--- src/rtl/core/atsa_pkg.sv ---
// Shared types, constants and the CORDIC arctangent table for the tilt/servo angle unit.
// Used by the controller, the datapath, the CORDIC unit and the top level.
// No dependencies.
package atsa_pkg;

  // Field widths on the stream ports
  localparam int SAMPLE_W    = 16;
  localparam int PITCH_W     = 15;
  localparam int ROLL_W      = 16;
  localparam int SERVO_W     = 15;
  localparam int IN_TDATA_W  = 48;
  localparam int OUT_TDATA_W = 64;

  // Iteration counts and counter width
  localparam int ITERS      = 23;
  localparam int SQRT_STEPS = 32;
  localparam int IDX_W      = 5;

  // CORDIC widths: operands, rotation registers, angle accumulator (2^-16 degree units)
  localparam int OPER_W   = 34;
  localparam int CORDIC_W = 36;
  localparam int ACC_W    = 26;

  localparam logic signed [ACC_W-1:0] DEG90  = 26'sd5898240;
  localparam logic signed [ACC_W-1:0] DEG180 = 26'sd11796480;

  // atan(2^-i) in 2^-16 degree units, rounded to nearest
  function automatic logic [ACC_W-1:0] atan_tab(input logic [IDX_W-1:0] idx);
    case (idx)
      5'd0:    return 26'd2949120;
      5'd1:    return 26'd1740967;
      5'd2:    return 26'd919879;
      5'd3:    return 26'd466945;
      5'd4:    return 26'd234379;
      5'd5:    return 26'd117304;
      5'd6:    return 26'd58666;
      5'd7:    return 26'd29335;
      5'd8:    return 26'd14668;
      5'd9:    return 26'd7334;
      5'd10:   return 26'd3667;
      5'd11:   return 26'd1833;
      5'd12:   return 26'd917;
      5'd13:   return 26'd458;
      5'd14:   return 26'd229;
      5'd15:   return 26'd115;
      5'd16:   return 26'd57;
      5'd17:   return 26'd29;
      5'd18:   return 26'd14;
      5'd19:   return 26'd7;
      5'd20:   return 26'd4;
      5'd21:   return 26'd2;
      5'd22:   return 26'd1;
      default: return 26'd0;
    endcase
  endfunction

  // Controller states, one-hot
  typedef enum logic [8:0] {
    ST_IDLE  = 9'b000000001,
    ST_MULX  = 9'b000000010,
    ST_MULZ  = 9'b000000100,
    ST_ADD   = 9'b000001000,
    ST_SQRT  = 9'b000010000,
    ST_PINIT = 9'b000100000,
    ST_PITCH = 9'b001000000,
    ST_FINAL = 9'b010000000,
    ST_SPARE = 9'b100000000
  } atsa_state_t;

  // Commands from controller to datapath
  typedef struct packed {
    logic             load;
    logic             mul_en;
    logic             mul_z;
    logic             sum_first;
    logic             sqrt_init;
    logic             sqrt_step;
    logic             cordic_init;
    logic             cordic_pitch;
    logic             cordic_step;
    logic [IDX_W-1:0] cordic_idx;
    logic             cap_roll;
    logic             finish;
  } atsa_cmd_t;

  // Status from datapath to controller
  typedef struct packed {
    logic out_free;
  } atsa_status_t;

endpackage

--- src/rtl/core/atsa_sqrt.sv ---
// Iterative floor square root of a 64-bit radicand, one result bit per step.
// Self-contained (no package items); driven by the datapath.
module atsa_sqrt (
  input  logic        clk,
  input  logic        init,
  input  logic        step,
  input  logic [63:0] radicand,
  output logic [31:0] root
);

  localparam int REM_W = 35;

  logic [63:0]      n_sh;
  logic [REM_W-1:0] rem;
  logic [REM_W-1:0] rem_sh;
  logic [REM_W-1:0] trial;

  // Bring down the next two radicand bits and form the trial subtrahend
  assign rem_sh = {rem[REM_W-3:0], n_sh[63:62]};
  assign trial  = {1'b0, root, 2'b01};

  // Restoring digit recurrence
  always_ff @(posedge clk) begin
    if (init) begin
      n_sh <= radicand;
      rem  <= '0;
      root <= '0;
    end else if (step) begin
      n_sh <= n_sh << 2;
      if (rem_sh >= trial) begin
        rem  <= rem_sh - trial;
        root <= {root[30:0], 1'b1};
      end else begin
        rem  <= rem_sh;
        root <= {root[30:0], 1'b0};
      end
    end
  end

endmodule

--- src/rtl/core/atsa_cordic.sv ---
// Shared CORDIC vectoring unit for atan2(num, den), one iteration per step.
// Depends on atsa_pkg for widths, angle constants and the arctangent table.
module atsa_cordic (
  input  logic                                 clk,
  input  logic                                 init,
  input  logic                                 step,
  input  logic [atsa_pkg::IDX_W-1:0]           idx,
  input  logic signed [atsa_pkg::OPER_W-1:0]   num,
  input  logic signed [atsa_pkg::OPER_W-1:0]   den,
  output logic signed [atsa_pkg::ACC_W-1:0]    result
);

  localparam int CW = atsa_pkg::CORDIC_W;
  localparam int AW = atsa_pkg::ACC_W;

  logic signed [CW-1:0] x;
  logic signed [CW-1:0] y;
  logic signed [AW-1:0] acc;
  logic                 special;
  logic signed [AW-1:0] spec_val;

  logic signed [CW-1:0] num_e;
  logic signed [CW-1:0] den_e;
  logic signed [CW-1:0] x_sh;
  logic signed [CW-1:0] y_sh;
  logic signed [AW-1:0] tab;

  assign num_e = CW'(num);
  assign den_e = CW'(den);
  assign x_sh  = x >>> idx;
  assign y_sh  = y >>> idx;
  assign tab   = signed'(atsa_pkg::atan_tab(idx));

  // Pre-rotation into the right half plane, axis cases, then micro-rotations
  always_ff @(posedge clk) begin
    if (init) begin
      special <= (num == '0) || (den == '0);
      if (num == '0) begin
        spec_val <= (den >= 0) ? '0 : atsa_pkg::DEG180;
      end else begin
        spec_val <= (num > 0) ? atsa_pkg::DEG90 : -atsa_pkg::DEG90;
      end
      if (den > 0) begin
        x   <= den_e;
        y   <= num_e;
        acc <= '0;
      end else if (num > 0) begin
        x   <= num_e;
        y   <= -den_e;
        acc <= atsa_pkg::DEG90;
      end else begin
        x   <= -num_e;
        y   <= den_e;
        acc <= -atsa_pkg::DEG90;
      end
    end else if (step) begin
      if (y > 0) begin
        x   <= x + y_sh;
        y   <= y - x_sh;
        acc <= acc + tab;
      end else begin
        x   <= x - y_sh;
        y   <= y + x_sh;
        acc <= acc - tab;
      end
    end
  end

  // Axis cases bypass the rotation; otherwise clamp to +/-180 degrees
  always_comb begin
    if (special) begin
      result = spec_val;
    end else if (acc > atsa_pkg::DEG180) begin
      result = atsa_pkg::DEG180;
    end else if (acc < -atsa_pkg::DEG180) begin
      result = -atsa_pkg::DEG180;
    end else begin
      result = acc;
    end
  end

endmodule

--- src/rtl/core/atsa_datapath.sv ---
// Datapath: sample scaling, squaring, square root and CORDIC units, angle rounding,
// servo clamping, change strobes and the output register. Depends on atsa_pkg,
// atsa_sqrt and atsa_cordic; driven by atsa_ctrl commands.
module atsa_datapath #(
  parameter int SAMPLE_BITS     = 16,
  parameter int ANGLE_FRAC_BITS = 7
) (
  input  logic                                   clk,
  input  logic                                   rst,
  input  atsa_pkg::atsa_cmd_t                    cmd,
  output atsa_pkg::atsa_status_t                 status,
  input  logic signed [atsa_pkg::SAMPLE_W-1:0]   accel_x,
  input  logic signed [atsa_pkg::SAMPLE_W-1:0]   accel_y,
  input  logic signed [atsa_pkg::SAMPLE_W-1:0]   accel_z,
  input  logic                                   m_tready,
  output logic                                   m_tvalid,
  output logic [atsa_pkg::OUT_TDATA_W-1:0]       m_tdata
);

  localparam int SCALE_SH  = 32 - SAMPLE_BITS;
  localparam int ANG_SHIFT = 16 - ANGLE_FRAC_BITS;
  localparam int ANGLE_W   = ANGLE_FRAC_BITS + 9;
  localparam int AW        = atsa_pkg::ACC_W;
  localparam int SUM_W     = AW + 1;
  localparam int OW        = atsa_pkg::OPER_W;

  localparam logic signed [SUM_W-1:0]   HALF        = SUM_W'(1) << (ANG_SHIFT - 1);
  localparam logic signed [ANGLE_W-1:0] RESET_ANGLE = ANGLE_W'(90 << ANGLE_FRAC_BITS);
  localparam logic signed [ANGLE_W-1:0] SERVO_MAX   = ANGLE_W'(180 << ANGLE_FRAC_BITS);

  // Round 2^-16 degree accumulator to output units, halves upward
  function automatic logic signed [ANGLE_W-1:0] to_units(input logic signed [AW-1:0] a);
    logic signed [SUM_W-1:0] t;
    t = SUM_W'(a) + HALF;
    return ANGLE_W'(t >>> ANG_SHIFT);
  endfunction

  // Clamp an angle to the 0..180 degree servo range
  function automatic logic [ANGLE_W-1:0] to_servo(input logic signed [ANGLE_W-1:0] v);
    if (v < 0) begin
      return '0;
    end else if (v > SERVO_MAX) begin
      return SERVO_MAX;
    end
    return v;
  endfunction

  logic signed [31:0]   sx;
  logic signed [31:0]   sy;
  logic signed [31:0]   sz;
  logic [31:0]          ax;
  logic [31:0]          az;
  logic [31:0]          mul_op;
  logic [63:0]          prod;
  logic [63:0]          sq_sum;
  logic [63:0]          radicand;
  logic [31:0]          root;
  logic signed [OW-1:0] c_num;
  logic signed [OW-1:0] c_den;
  logic signed [AW-1:0] c_res;
  logic signed [AW-1:0] roll_acc;
  logic signed [AW-1:0] pitch_acc;

  logic signed [ANGLE_W-1:0] pitch;
  logic signed [ANGLE_W-1:0] roll;
  logic [ANGLE_W-1:0]        pitch_sv;
  logic [ANGLE_W-1:0]        roll_sv;
  logic signed [ANGLE_W-1:0] previous_pitch;
  logic signed [ANGLE_W-1:0] previous_roll;
  logic                      pitch_write;
  logic                      yaw_write;

  // Sample capture: keep the low SAMPLE_BITS bits, scaled to a 32-bit word
  always_ff @(posedge clk) begin
    if (cmd.load) begin
      sx <= signed'({16'b0, accel_x} << SCALE_SH);
      sy <= signed'({16'b0, accel_y} << SCALE_SH);
      sz <= signed'({16'b0, accel_z} << SCALE_SH);
    end
  end

  assign ax = sx[31] ? (32'd0 - sx) : sx;
  assign az = sz[31] ? (32'd0 - sz) : sz;

  // Shared squarer, then x^2 + z^2
  assign mul_op   = cmd.mul_z ? az : ax;
  assign radicand = sq_sum + prod;

  always_ff @(posedge clk) begin
    if (cmd.mul_en) begin
      prod <= mul_op * mul_op;
    end
    if (cmd.sum_first) begin
      sq_sum <= prod;
    end
  end

  atsa_sqrt u_sqrt (
    .clk      (clk),
    .init     (cmd.sqrt_init),
    .step     (cmd.sqrt_step),
    .radicand (radicand),
    .root     (root)
  );

  // CORDIC operands: roll = atan2(-x, z), pitch = atan2(y, r)
  assign c_num = cmd.cordic_pitch ? OW'(sy) : -OW'(sx);
  assign c_den = cmd.cordic_pitch ? signed'({2'b00, root}) : OW'(sz);

  atsa_cordic u_cordic (
    .clk    (clk),
    .init   (cmd.cordic_init),
    .step   (cmd.cordic_step),
    .idx    (cmd.cordic_idx),
    .num    (c_num),
    .den    (c_den),
    .result (c_res)
  );

  always_ff @(posedge clk) begin
    if (cmd.cap_roll) begin
      roll_acc <= c_res;
    end
  end

  // Pitch limited to +/-90 degrees
  always_comb begin
    if (c_res > atsa_pkg::DEG90) begin
      pitch_acc = atsa_pkg::DEG90;
    end else if (c_res < -atsa_pkg::DEG90) begin
      pitch_acc = -atsa_pkg::DEG90;
    end else begin
      pitch_acc = c_res;
    end
  end

  assign pitch       = to_units(pitch_acc);
  assign roll        = to_units(roll_acc);
  assign pitch_sv    = to_servo(pitch);
  assign roll_sv     = to_servo(roll);
  assign pitch_write = (pitch != previous_pitch);
  assign yaw_write   = (roll != previous_roll);

  // Previous angles for change detection
  always_ff @(posedge clk) begin
    if (rst) begin
      previous_pitch <= RESET_ANGLE;
      previous_roll  <= RESET_ANGLE;
    end else if (cmd.finish) begin
      previous_pitch <= pitch;
      previous_roll  <= roll;
    end
  end

  // Output register
  always_ff @(posedge clk) begin
    if (rst) begin
      m_tvalid <= 1'b0;
    end else if (cmd.finish) begin
      m_tvalid <= 1'b1;
    end else if (m_tready) begin
      m_tvalid <= 1'b0;
    end
  end

  always_ff @(posedge clk) begin
    if (cmd.finish) begin
      m_tdata <= {1'b0, yaw_write, pitch_write,
                  atsa_pkg::SERVO_W'(roll_sv), atsa_pkg::SERVO_W'(pitch_sv),
                  atsa_pkg::ROLL_W'(roll), atsa_pkg::PITCH_W'(pitch)};
    end
  end

  assign status.out_free = !m_tvalid || m_tready;

`ifndef SYNTH
  a_finish_free: assert property (@(posedge clk) disable iff (rst)
    cmd.finish |-> (!m_tvalid || m_tready))
    else $error("result written while output register still held a transaction");
  a_finish_valid: assert property (@(posedge clk) disable iff (rst)
    cmd.finish |=> m_tvalid)
    else $error("output valid not raised after finish");
  a_no_overlap: assert property (@(posedge clk) disable iff (rst)
    cmd.cordic_init |-> !cmd.cordic_step)
    else $error("CORDIC init and step in the same cycle");
`endif

endmodule

--- src/rtl/core/atsa_ctrl.sv ---
// Controller state machine: sequences squaring, square root, roll and pitch CORDIC
// passes and the result write. Depends on atsa_pkg; commands the datapath.
module atsa_ctrl (
  input  logic                   clk,
  input  logic                   rst,
  input  logic                   in_valid,
  output logic                   in_ready,
  input  atsa_pkg::atsa_status_t status,
  output atsa_pkg::atsa_cmd_t    cmd
);

  atsa_pkg::atsa_state_t          state;
  atsa_pkg::atsa_state_t          state_next;
  logic [atsa_pkg::IDX_W-1:0]     cnt;
  logic [atsa_pkg::IDX_W-1:0]     cnt_next;

  localparam logic [atsa_pkg::IDX_W-1:0] SQRT_LAST = atsa_pkg::IDX_W'(atsa_pkg::SQRT_STEPS - 1);
  localparam logic [atsa_pkg::IDX_W-1:0] CORD_LAST = atsa_pkg::IDX_W'(atsa_pkg::ITERS - 1);
  localparam logic [atsa_pkg::IDX_W-1:0] CORD_END  = atsa_pkg::IDX_W'(atsa_pkg::ITERS);

  assign in_ready = (state == atsa_pkg::ST_IDLE);

  // Next state and commands
  always_comb begin
    state_next = state;
    cnt_next   = cnt;
    cmd        = '0;
    cmd.cordic_idx = cnt;
    unique case (state)
      atsa_pkg::ST_IDLE: begin
        if (in_valid) begin
          cmd.load   = 1'b1;
          state_next = atsa_pkg::ST_MULX;
        end
      end
      atsa_pkg::ST_MULX: begin
        cmd.mul_en = 1'b1;
        state_next = atsa_pkg::ST_MULZ;
      end
      atsa_pkg::ST_MULZ: begin
        cmd.mul_en    = 1'b1;
        cmd.mul_z     = 1'b1;
        cmd.sum_first = 1'b1;
        state_next    = atsa_pkg::ST_ADD;
      end
      atsa_pkg::ST_ADD: begin
        // roll CORDIC overlaps the square root
        cmd.sqrt_init   = 1'b1;
        cmd.cordic_init = 1'b1;
        cnt_next        = '0;
        state_next      = atsa_pkg::ST_SQRT;
      end
      atsa_pkg::ST_SQRT: begin
        cmd.sqrt_step   = 1'b1;
        cmd.cordic_step = (cnt < CORD_END);
        cnt_next        = cnt + 1'b1;
        if (cnt == SQRT_LAST) begin
          state_next = atsa_pkg::ST_PINIT;
        end
      end
      atsa_pkg::ST_PINIT: begin
        cmd.cap_roll     = 1'b1;
        cmd.cordic_init  = 1'b1;
        cmd.cordic_pitch = 1'b1;
        cnt_next         = '0;
        state_next       = atsa_pkg::ST_PITCH;
      end
      atsa_pkg::ST_PITCH: begin
        cmd.cordic_pitch = 1'b1;
        cmd.cordic_step  = 1'b1;
        cnt_next         = cnt + 1'b1;
        if (cnt == CORD_LAST) begin
          state_next = atsa_pkg::ST_FINAL;
        end
      end
      atsa_pkg::ST_FINAL: begin
        cmd.cordic_pitch = 1'b1;
        if (status.out_free) begin
          cmd.finish = 1'b1;
          state_next = atsa_pkg::ST_IDLE;
        end
      end
      default: begin
        state_next = atsa_pkg::ST_IDLE;
      end
    endcase
  end

  // State and counter registers
  always_ff @(posedge clk) begin
    if (rst) begin
      state <= atsa_pkg::ST_IDLE;
      cnt   <= '0;
    end else begin
      state <= state_next;
      cnt   <= cnt_next;
    end
  end

`ifndef SYNTH
  a_step_range: assert property (@(posedge clk) disable iff (rst)
    cmd.cordic_step |-> (cnt < CORD_END))
    else $error("CORDIC stepped past its last iteration");
  a_busy_after_accept: assert property (@(posedge clk) disable iff (rst)
    (in_valid && in_ready) |=> !in_ready)
    else $error("ready held after a transaction was accepted");
  a_idle_after_finish: assert property (@(posedge clk) disable iff (rst)
    cmd.finish |=> in_ready)
    else $error("controller not idle after result write");
`endif

endmodule

--- src/rtl/core/accel_tilt_servo_angles_unit.sv ---
// Accelerometer tilt to servo angles: pitch = atan2(y, sqrt(x^2+z^2)), roll = atan2(-x, z).
// One sample is processed at a time (s_tready only while idle); the throughput is set by the
// 32-step square root followed by the 23 pitch CORDIC iterations (roll overlaps).
// A finished result waits in the output register; a new sample is taken meanwhile.
// rst (synchronous) idles the controller, drops m_tvalid and sets both stored angles to 90 deg.
// Depends on atsa_pkg, atsa_ctrl and atsa_datapath.
module accel_tilt_servo_angles_unit #(
  parameter int SAMPLE_BITS     = 16,
  parameter int ANGLE_FRAC_BITS = 7
) (
  input  logic                               clk,
  input  logic                               rst,
  input  logic                               s_tvalid,
  output logic                               s_tready,
  // accel_x [15:0], accel_y [31:16], accel_z [47:32]
  input  logic [atsa_pkg::IN_TDATA_W-1:0]    s_tdata,
  output logic                               m_tvalid,
  input  logic                               m_tready,
  // pitch_angle [14:0], roll_angle [30:15], pitch_servo [45:31], yaw_servo [60:46],
  // pitch_write [61], yaw_write [62], zero [63]
  output logic [atsa_pkg::OUT_TDATA_W-1:0]   m_tdata
);

  atsa_pkg::atsa_cmd_t    cmd;
  atsa_pkg::atsa_status_t status;

  atsa_ctrl u_ctrl (
    .clk      (clk),
    .rst      (rst),
    .in_valid (s_tvalid),
    .in_ready (s_tready),
    .status   (status),
    .cmd      (cmd)
  );

  atsa_datapath #(
    .SAMPLE_BITS     (SAMPLE_BITS),
    .ANGLE_FRAC_BITS (ANGLE_FRAC_BITS)
  ) u_datapath (
    .clk      (clk),
    .rst      (rst),
    .cmd      (cmd),
    .status   (status),
    .accel_x  (s_tdata[15:0]),
    .accel_y  (s_tdata[31:16]),
    .accel_z  (s_tdata[47:32]),
    .m_tready (m_tready),
    .m_tvalid (m_tvalid),
    .m_tdata  (m_tdata)
  );

endmodule

--- config.mk ---
export PLATFORM = sky130hd
export DESIGN_NAME = accel_tilt_servo_angles_unit
export DESIGN_NICKNAME = d
export VERILOG_FILES = /design/src/rtl/core/atsa_pkg.sv /design/src/rtl/core/atsa_sqrt.sv /design/src/rtl/core/atsa_cordic.sv /design/src/rtl/core/atsa_datapath.sv /design/src/rtl/core/atsa_ctrl.sv /design/src/rtl/core/accel_tilt_servo_angles_unit.sv
export SDC_FILE = /design/constraint.sdc
export NUM_CORES = 2
export LEC_CHECK = 0
export BUFFER_PORTS_ARGS = -buffer_cell sky130_fd_sc_hd__buf_2
export CAP_MARGIN = 30
export CORE_UTILIZATION = 50
export CTS_CLUSTER_SIZE = 30
export DETAILED_ROUTE_END_ITERATION = 8
export GPL_ROUTABILITY_DRIVEN = 1
export PLACE_DENSITY = 0.66
export SYNTH_ARGS = -nofsm -noshare
export SYNTH_HDL_FRONTEND = slang
export SYNTH_SLANG_ARGS = --single-unit
--- constraint.sdc ---
create_clock -name clk -period 16.8 [get_ports clk]
set_input_delay 0 -clock clk [delete_from_list [all_inputs] [get_ports clk]]
set_output_delay 0 -clock clk [all_outputs]
set_load 0.005 [all_outputs]
After elaboration in Yosys (flattened, before gate mapping) --
Memory sizes are Yosys's and may differ from the RTL's. A register that Yosys moved wholly into a read port is not among the register bits. Cells that the tools add are included.
Word-level totals: bits of input ports 52, logic and storage cells 147, memories kept 1, bits in read-only memories 704, bits in registers 565
Memories:
- (name not given) | depth 32, bits a word 22, rd ports 1, clocked after Yosys merged registers in 1, wr ports 0, RTL line atsa_pkg.sv:29 | case (idx)
Operators by class: equality and inequality tests 16, multiply operators 1, reductions and logical operators 14, muxes and demuxes 63, add/sub/neg operators 16, order comparisons 14, shift-type cells 2
Operators by type and width (count):
- 36-bit 2-to-1 mux | 10
- 26-bit 2-to-1 mux | 9
- 64-bit 2-to-1 mux | 2
- 32-bit 2-to-1 mux | 3
- 15-bit 2-to-1 mux | 6
- 36-bit adder | 2
- 34-bit negator with 36-bit output | 2
- 9-bit case mux with 8 select lines | 1
- 36-bit by 5-bit >>> shifter with 36-bit output | 2
- 36-bit subtractor | 2
- 34-bit by 1-bit > comparator with 1-bit output (second input constant) | 2
- 34-bit logical NOT | 2
- 34-bit 2-to-1 mux | 2
- 64-bit adder | 1
- 32-bit by 32-bit multiplier with 64-bit output | 1
- 1-bit by 32-bit subtractor with 32-bit output (first input constant) | 2
- 25-bit by 10-bit adder with 25-bit output (second input constant) | 2
- 25-bit 2-to-1 mux | 2
- 36-bit by 1-bit > comparator with 1-bit output (second input constant) | 1
- 9-bit 2-to-1 mux | 4
- 35-bit by 34-bit >= comparator with 1-bit output | 1
- 34-bit by 1-bit >= comparator with 1-bit output (second input constant) | 1
- 32-bit negator with 34-bit output | 1
- 33-bit 2-to-1 mux | 1
- 35 further kinds | 64

Logic depth before layout (Yosys ltp) --
word-level depth 12, gate-level depth with buffers 36, mapped depth without buffers 35

By module --
From an unflattened synthesis, not the netlist that was laid out.
Second synthesis, totals: cells, all modules 5046, area, all modules 46314.4 um2
By module, submodules not included:
- atsa_datapath | cells each 1912, area each 19538.7 um2, times used 1
- atsa_cordic | cells each 2313, area each 18723.0 um2, times used 1
- atsa_sqrt | cells each 715, area each 7249.5 um2, times used 1
- atsa_ctrl | cells each 106, area each 803.3 um2, times used 1

Least setup slack after synthesis --
OpenSTA, ideal clock, no wires.
kind register to register, start point register u_ctrl.state[7], end point register u_datapath.prod[63] (data pin), data arrival time 8904 ps, setup time 260 ps, cell stages (with the launch flop) 33, required time 16540 ps, buffers on the path 2, path slack 7636 ps, path through dfxtp_1 > clkbuf_1 > nor4_1 > nand2_1 > or2_2 > inv_1 > mux2_2 > inv_1 > clkbuf_1 > nand2_1 > fa_1 > inv_1 > fa_1 > inv_1 > fa_1 > inv_1 > fa_1 > inv_1 > fa_1 > inv_1 > ha_1 > ha_1 > ha_1 > ha_1 > a21o_1 > a21o_1 > or3_1 > nor3_1 > o31ai_1 > or4_1 > a31o_2 > a21oi_1 > xnor2_1
On the way: cells in the longest elaborated chain, start to end 4
Ends and longest elaborated chain:
- start: declaration | RTL line atsa_ctrl.sv:12 | atsa_pkg::atsa_state_t state;
- start signal: assignment | RTL line atsa_ctrl.sv:92 | state <= atsa_pkg::ST_IDLE;
- start signal: assignment | RTL line atsa_ctrl.sv:95 | state <= state_next;
- 9-bit by 3-bit == test with 1-bit output | RTL line atsa_ctrl.sv:29 | unique case (state)
- 2-bit 2-to-1 mux | RTL line atsa_ctrl.sv:29
- 32-bit 2-to-1 mux | RTL line atsa_datapath.sv:86 | assign mul_op = cmd.mul_z ? az : ax;
- 32-bit by 32-bit multiplier with 64-bit output | RTL line atsa_datapath.sv:91 | prod <= mul_op * mul_op;
- end signal: assignment | RTL line atsa_datapath.sv:91
- end: declaration | RTL line atsa_datapath.sv:54 | logic [63:0] prod;
Every way passes these cells. A chain may end at the register's enable or synchronous reset.

Worst setup path after layout --
start point register u_datapath.sx[16], end point register u_datapath.prod[63] (data pin)
On the way: cells in the longest elaborated chain, start to end 4
Ends and longest elaborated chain:
- start: declaration | RTL line atsa_datapath.sv:48 | logic signed [31:0] sx;
- start signal: assignment | RTL line atsa_datapath.sv:76 | sx <= signed'({16'b0, accel_x} << SCALE_SH);
- 1-bit by 32-bit subtractor with 32-bit output | RTL line atsa_datapath.sv:82 | assign ax = sx[31] ? (32'd0 - sx) : sx;
- 32-bit 2-to-1 mux * | RTL line atsa_datapath.sv:82
- 32-bit 2-to-1 mux * | RTL line atsa_datapath.sv:86
- 32-bit by 32-bit multiplier with 64-bit output * | RTL line atsa_datapath.sv:91
Mark *: on every way between the ends. The rest lies on a longest branch, timed or not.

==> impl_results.md <==
- Clock skew: 68.61 ps
- Power Dens Cells: 213.8 mW/mm^2
- Hold Crit Depth: 2
- CTS tree: done
- # hold bufs at CTS: 52
- Worst setup EP type: register
- Crit path time final: 9792 ps
- Layout Nets: 5520
- Yosys reg bits: 459
- Data required, critical path: 17180 ps
- RR Endpoint: u_datapath.prod[63]$_DFFE_PP_
- Syn Nets: 5442
- Syn_area_per_cell: 8.960 sq um
- Post-synthesis sequential area ratio: 0.2857
- Post-CTS setup buffer count: 0
- Drt pass-1 iters: 6
- Clk pin slew, worst setup/hold paths: 70 ps
- Rows: 107
- R2r setup slk: 7010 ps
- YS warnings: 0
- Syn-to-layout area delta: 9.537%
- Netlist cell types: 89
- Worst skew pair latency: 650 ps
- Critical Path Fanout Max: 9
- Worst r2r src: u_datapath.sx[16]$_DFFE_PP_
- Post-Synthesis Cell Area: 0.04358 sq mm
- Via-to-Cell Ratio: 6.160
- Final TNS setup: 0 ps
- Setup violators final: 0
- Cell leakage power: 19.86 nW
- First-pass GRT wire length: 205.9 mm
- Clock Sinks: 459
- Post-DP HPWL: 102.9 mm
- FILL cells: 7793
- Arrival @ worst endpoint: 10180 ps
- Worst setup path category: register to register
- Initial antenna violation count: 2
- IO Count: 118
- Initial DRC count: 3782
- Most frequent CP cell: fa_1
- Gpl congestion: 1.024
- Hold Vio Cnt, Final: 0
- RSZ-0062 raised after global routing: false
- Top FF cell, synth: edfxtp_1
- Outcome: completed
- Max cap viols: 0
- Die width: 297.2 um
- Clock Tree Buf Depth: 3
- Post-synth EDFFs: 326
- Antenna Nets Post-Route: 0
- Crit path launch type: register
- Die area: 0.08835 sq mm
- Fmax: 0.1021 GHz
- Synth Instances: 4864
- Slowest stage delay, CP: 660 ps
- PortBufs: 116
- Die span in y: 297.2 um
- Peak VDD IR: 0.0004483 V
- Async SR Flop Fraction: 0
- CTS root buffer: clkbuf_16
- Core area: 0.08568 sq mm
- Critical path's slowest cell: nor3b_1
- Overall Power: 10.21 mW
- DR WL/cell: 21.89 um
- Total GRT Usage: 0.2947
- Design Area, Final: 0.04774 sq mm
- Tcrit/Tclk final: 0.5828
- Worst R2R Path Depth: 33
- Max-slew headroom: 0.2605
- Number of global-route vias before repair: 35800
- Fin. max-slew vios: 0
- Clock buffer count from CTS: 53
- Fraction of layout cells with a size suffix above 1: 0.08763
- Placement-stage cell area: 0.04528 sq mm
- Detailed Route WL: 134.2 mm
- Min-delay src: s_tdata[17]
- Worst slew pin tran: 1102 ps
- Total vias in the final route: 37780
- Cts repair resizes: 0
- H-tree levels: 2
- DRC viols: 0
- Hold Path Class: primary input to register
- Starting density of the core: 0.5086
- Global route overflow: 0
- Worst hold endpoint: u_datapath.sy[17]$_DFFE_PP_
- Pin count of the biggest net entering global routing: 81
## synth_stat cells (12+ instances only)
cell type  number  area share
clkinv_1       12      0.0010
o221ai_1       16      0.0032
a211o_1        16      0.0032
edfxtp_1      326        0.22
mux2_2         46       0.012
nand3b_1       12      0.0021
nand3_1       132       0.015
o211ai_1       48      0.0083
buf_2          25      0.0029
nor4_1         39      0.0056
fa_1          169       0.078
nor2_1        395       0.034
mux2i_1       130       0.030
or3_1          31      0.0045
o21ai_0       320       0.037
clkbuf_1      144       0.012
o21bai_1       22      0.0038
a21o_1         84       0.014
nor3_1         98       0.011
and3_1         35      0.0050
dfxtp_1       133       0.061
ha_1          357        0.10
o41ai_1        13      0.0026
o31ai_1        42      0.0072
a221oi_1       12      0.0024
nor2b_1        39      0.0056
nand4_1        26      0.0037
xnor2_1       215       0.043
a31oi_1        51      0.0073
o21a_1         42      0.0072
nor3b_1        12      0.0021
a211oi_1       55      0.0095
a22oi_1        16      0.0028
xor2_1        152       0.031
o22ai_1        41      0.0059
a21oi_1       269       0.031
nand2b_1       53      0.0076
and2_1         37      0.0053
or2_2          29      0.0042
nand2_1       453       0.039
buf_1          26      0.0022
a21boi_0       19      0.0033
inv_1         428       0.037
mux4_2         61       0.032
## cells by family after synthesis
kind of cell             synth area share
buffers and inverters             0.05679
other                          0.00008605
multiplexers                      0.07327
flip-flops                         0.2857
adder cells (fa/ha/maj)            0.1801
XOR/XNOR                          0.07375
AND/OR/NAND/NOR                    0.1557
AO/OA/AOI/OAI                      0.1745
## power by group
part	leakage [nW]	internal (mW)	switching [mW]
Sequential	4.02	1.59	0.0438
Clock	0.926	0.733	0.524
Combinational	14.9	3.07	4.25
Total	19.9	5.39	4.82
## stage by stage
step | std cells | utilization | setup WS, ps | hold slack, ps
2_1_floorplan | 4864 | - | 7636 | 98.87
3_3_place_gp | 5975 | 0.5282 | 7305 | 177.2
3_5_place_dp | 5977 | 0.5285 | 7113 | 178.1
4_1_cts | 6129 | 0.5567 | 7100 | 45.48
5_1_grt | 6131 | 0.5571 | 6538 | 70.19
6_report | 6133 | 0.5572 | 7008 | 76.18
## critical path, delay by kind of cell (launching register included)
kind / cells / cell delay [ps]
xor+xnor: 2 / 150
compound gates: 6 / 1480
fa+ha+maj: 10 / 4140
flops: 1 / 440
simple gates: 10 / 2630
buf+inv: 5 / 670
## cells in the final DEF (no fill, tap or decap), types with 52 or more instances in the layout
cell and n:
a211oi_1 55, dfxtp_1 129, mux4_2 61, ha_1 357
nor2_1 392, buf_4 54, fa_1 169, a21oi_1 268
mux2i_1 130, buf_2 117, dlygate4sd3_1 52, clkbuf_16 55
a21o_1 84, nand2b_1 53, nor3_1 98, xnor2_1 215
nand3_1 131, nand2_1 452, edfxtp_1 326, xor2_1 152
o21ai_0 320, inv_1 427
## layer usage
layer / wire length, um / up-vias / share of wire / global-route usage
li1: - / 17650 / - / -
met1: 56830 / 18240 / 0.42 / 0.4033
met2: 61540 / 1582 / 0.46 / 0.4748
met3: 10990 / 301 / 0.082 / 0.04470
met4: 4835 / 4 / 0.036 / 0.1013
met5: 33 / - / 0.00025 / 0
## flip-flops by register name, summed over array words and instances, names as in the netlist
signal and flops:
u_datapath.sz 16, u_datapath.sx 16, u_datapath.sy 16, u_ctrl.cnt 5
u_ctrl.state 8, u_datapath.previous_pitch 16, u_datapath.sq_sum 31, u_datapath.u_sqrt.n_sh 32
u_datapath.u_cordic.acc 26, u_datapath.u_cordic.y 36, u_datapath.u_sqrt.root 32, u_datapath.roll_acc 17
u_datapath.prod 31, u_datapath.u_sqrt.rem 33, u_datapath.u_cordic.x 36, u_datapath.u_cordic.special 1
u_datapath.m_tvalid 1, u_datapath.u_cordic.spec_val 5, u_datapath.m_tdata 63, u_datapath.previous_roll 16
u_datapath.u_cordic.tab 22
## layout make-up
type,count,area [sq um],share of cell area
clock buffer,62,1443,0.03022
clock inverter,38,452.9,0.009488
multi-input combinational,3762,28730,0.6018
inverter,441,1657,0.03470
tap,1144,1431,0.02998
sequential,459,12460,0.2610
antenna,2,5.005,0.0001048
timing repair buffer,225,1559,0.03266
## worst max path at each step
stage | start | to | slack (ps) | depth (start not counted)
after global routing | u_datapath.sx[16]$_DFFE_PP_ | u_datapath.prod[63]$_DFFE_PP_ | 6540 | 33
final | u_datapath.sx[16]$_DFFE_PP_ | u_datapath.prod[63]$_DFFE_PP_ | 7010 | 33
after detailed placement | u_datapath.sx[18]$_DFFE_PP_ | u_datapath.prod[63]$_DFFE_PP_ | 7110 | 30
after global placement | u_datapath.sx[16]$_DFFE_PP_ | u_datapath.prod[63]$_DFFE_PP_ | 7300 | 33
after CTS | u_datapath.sx[18]$_DFFE_PP_ | u_datapath.prod[63]$_DFFE_PP_ | 7100 | 30
after floorplan | u_ctrl.state[7]$_SDFFE_PP0P_ | u_datapath.prod[63]$_DFFE_PP_ | 7640 | 32
Power figures use the tool's default switching activity.
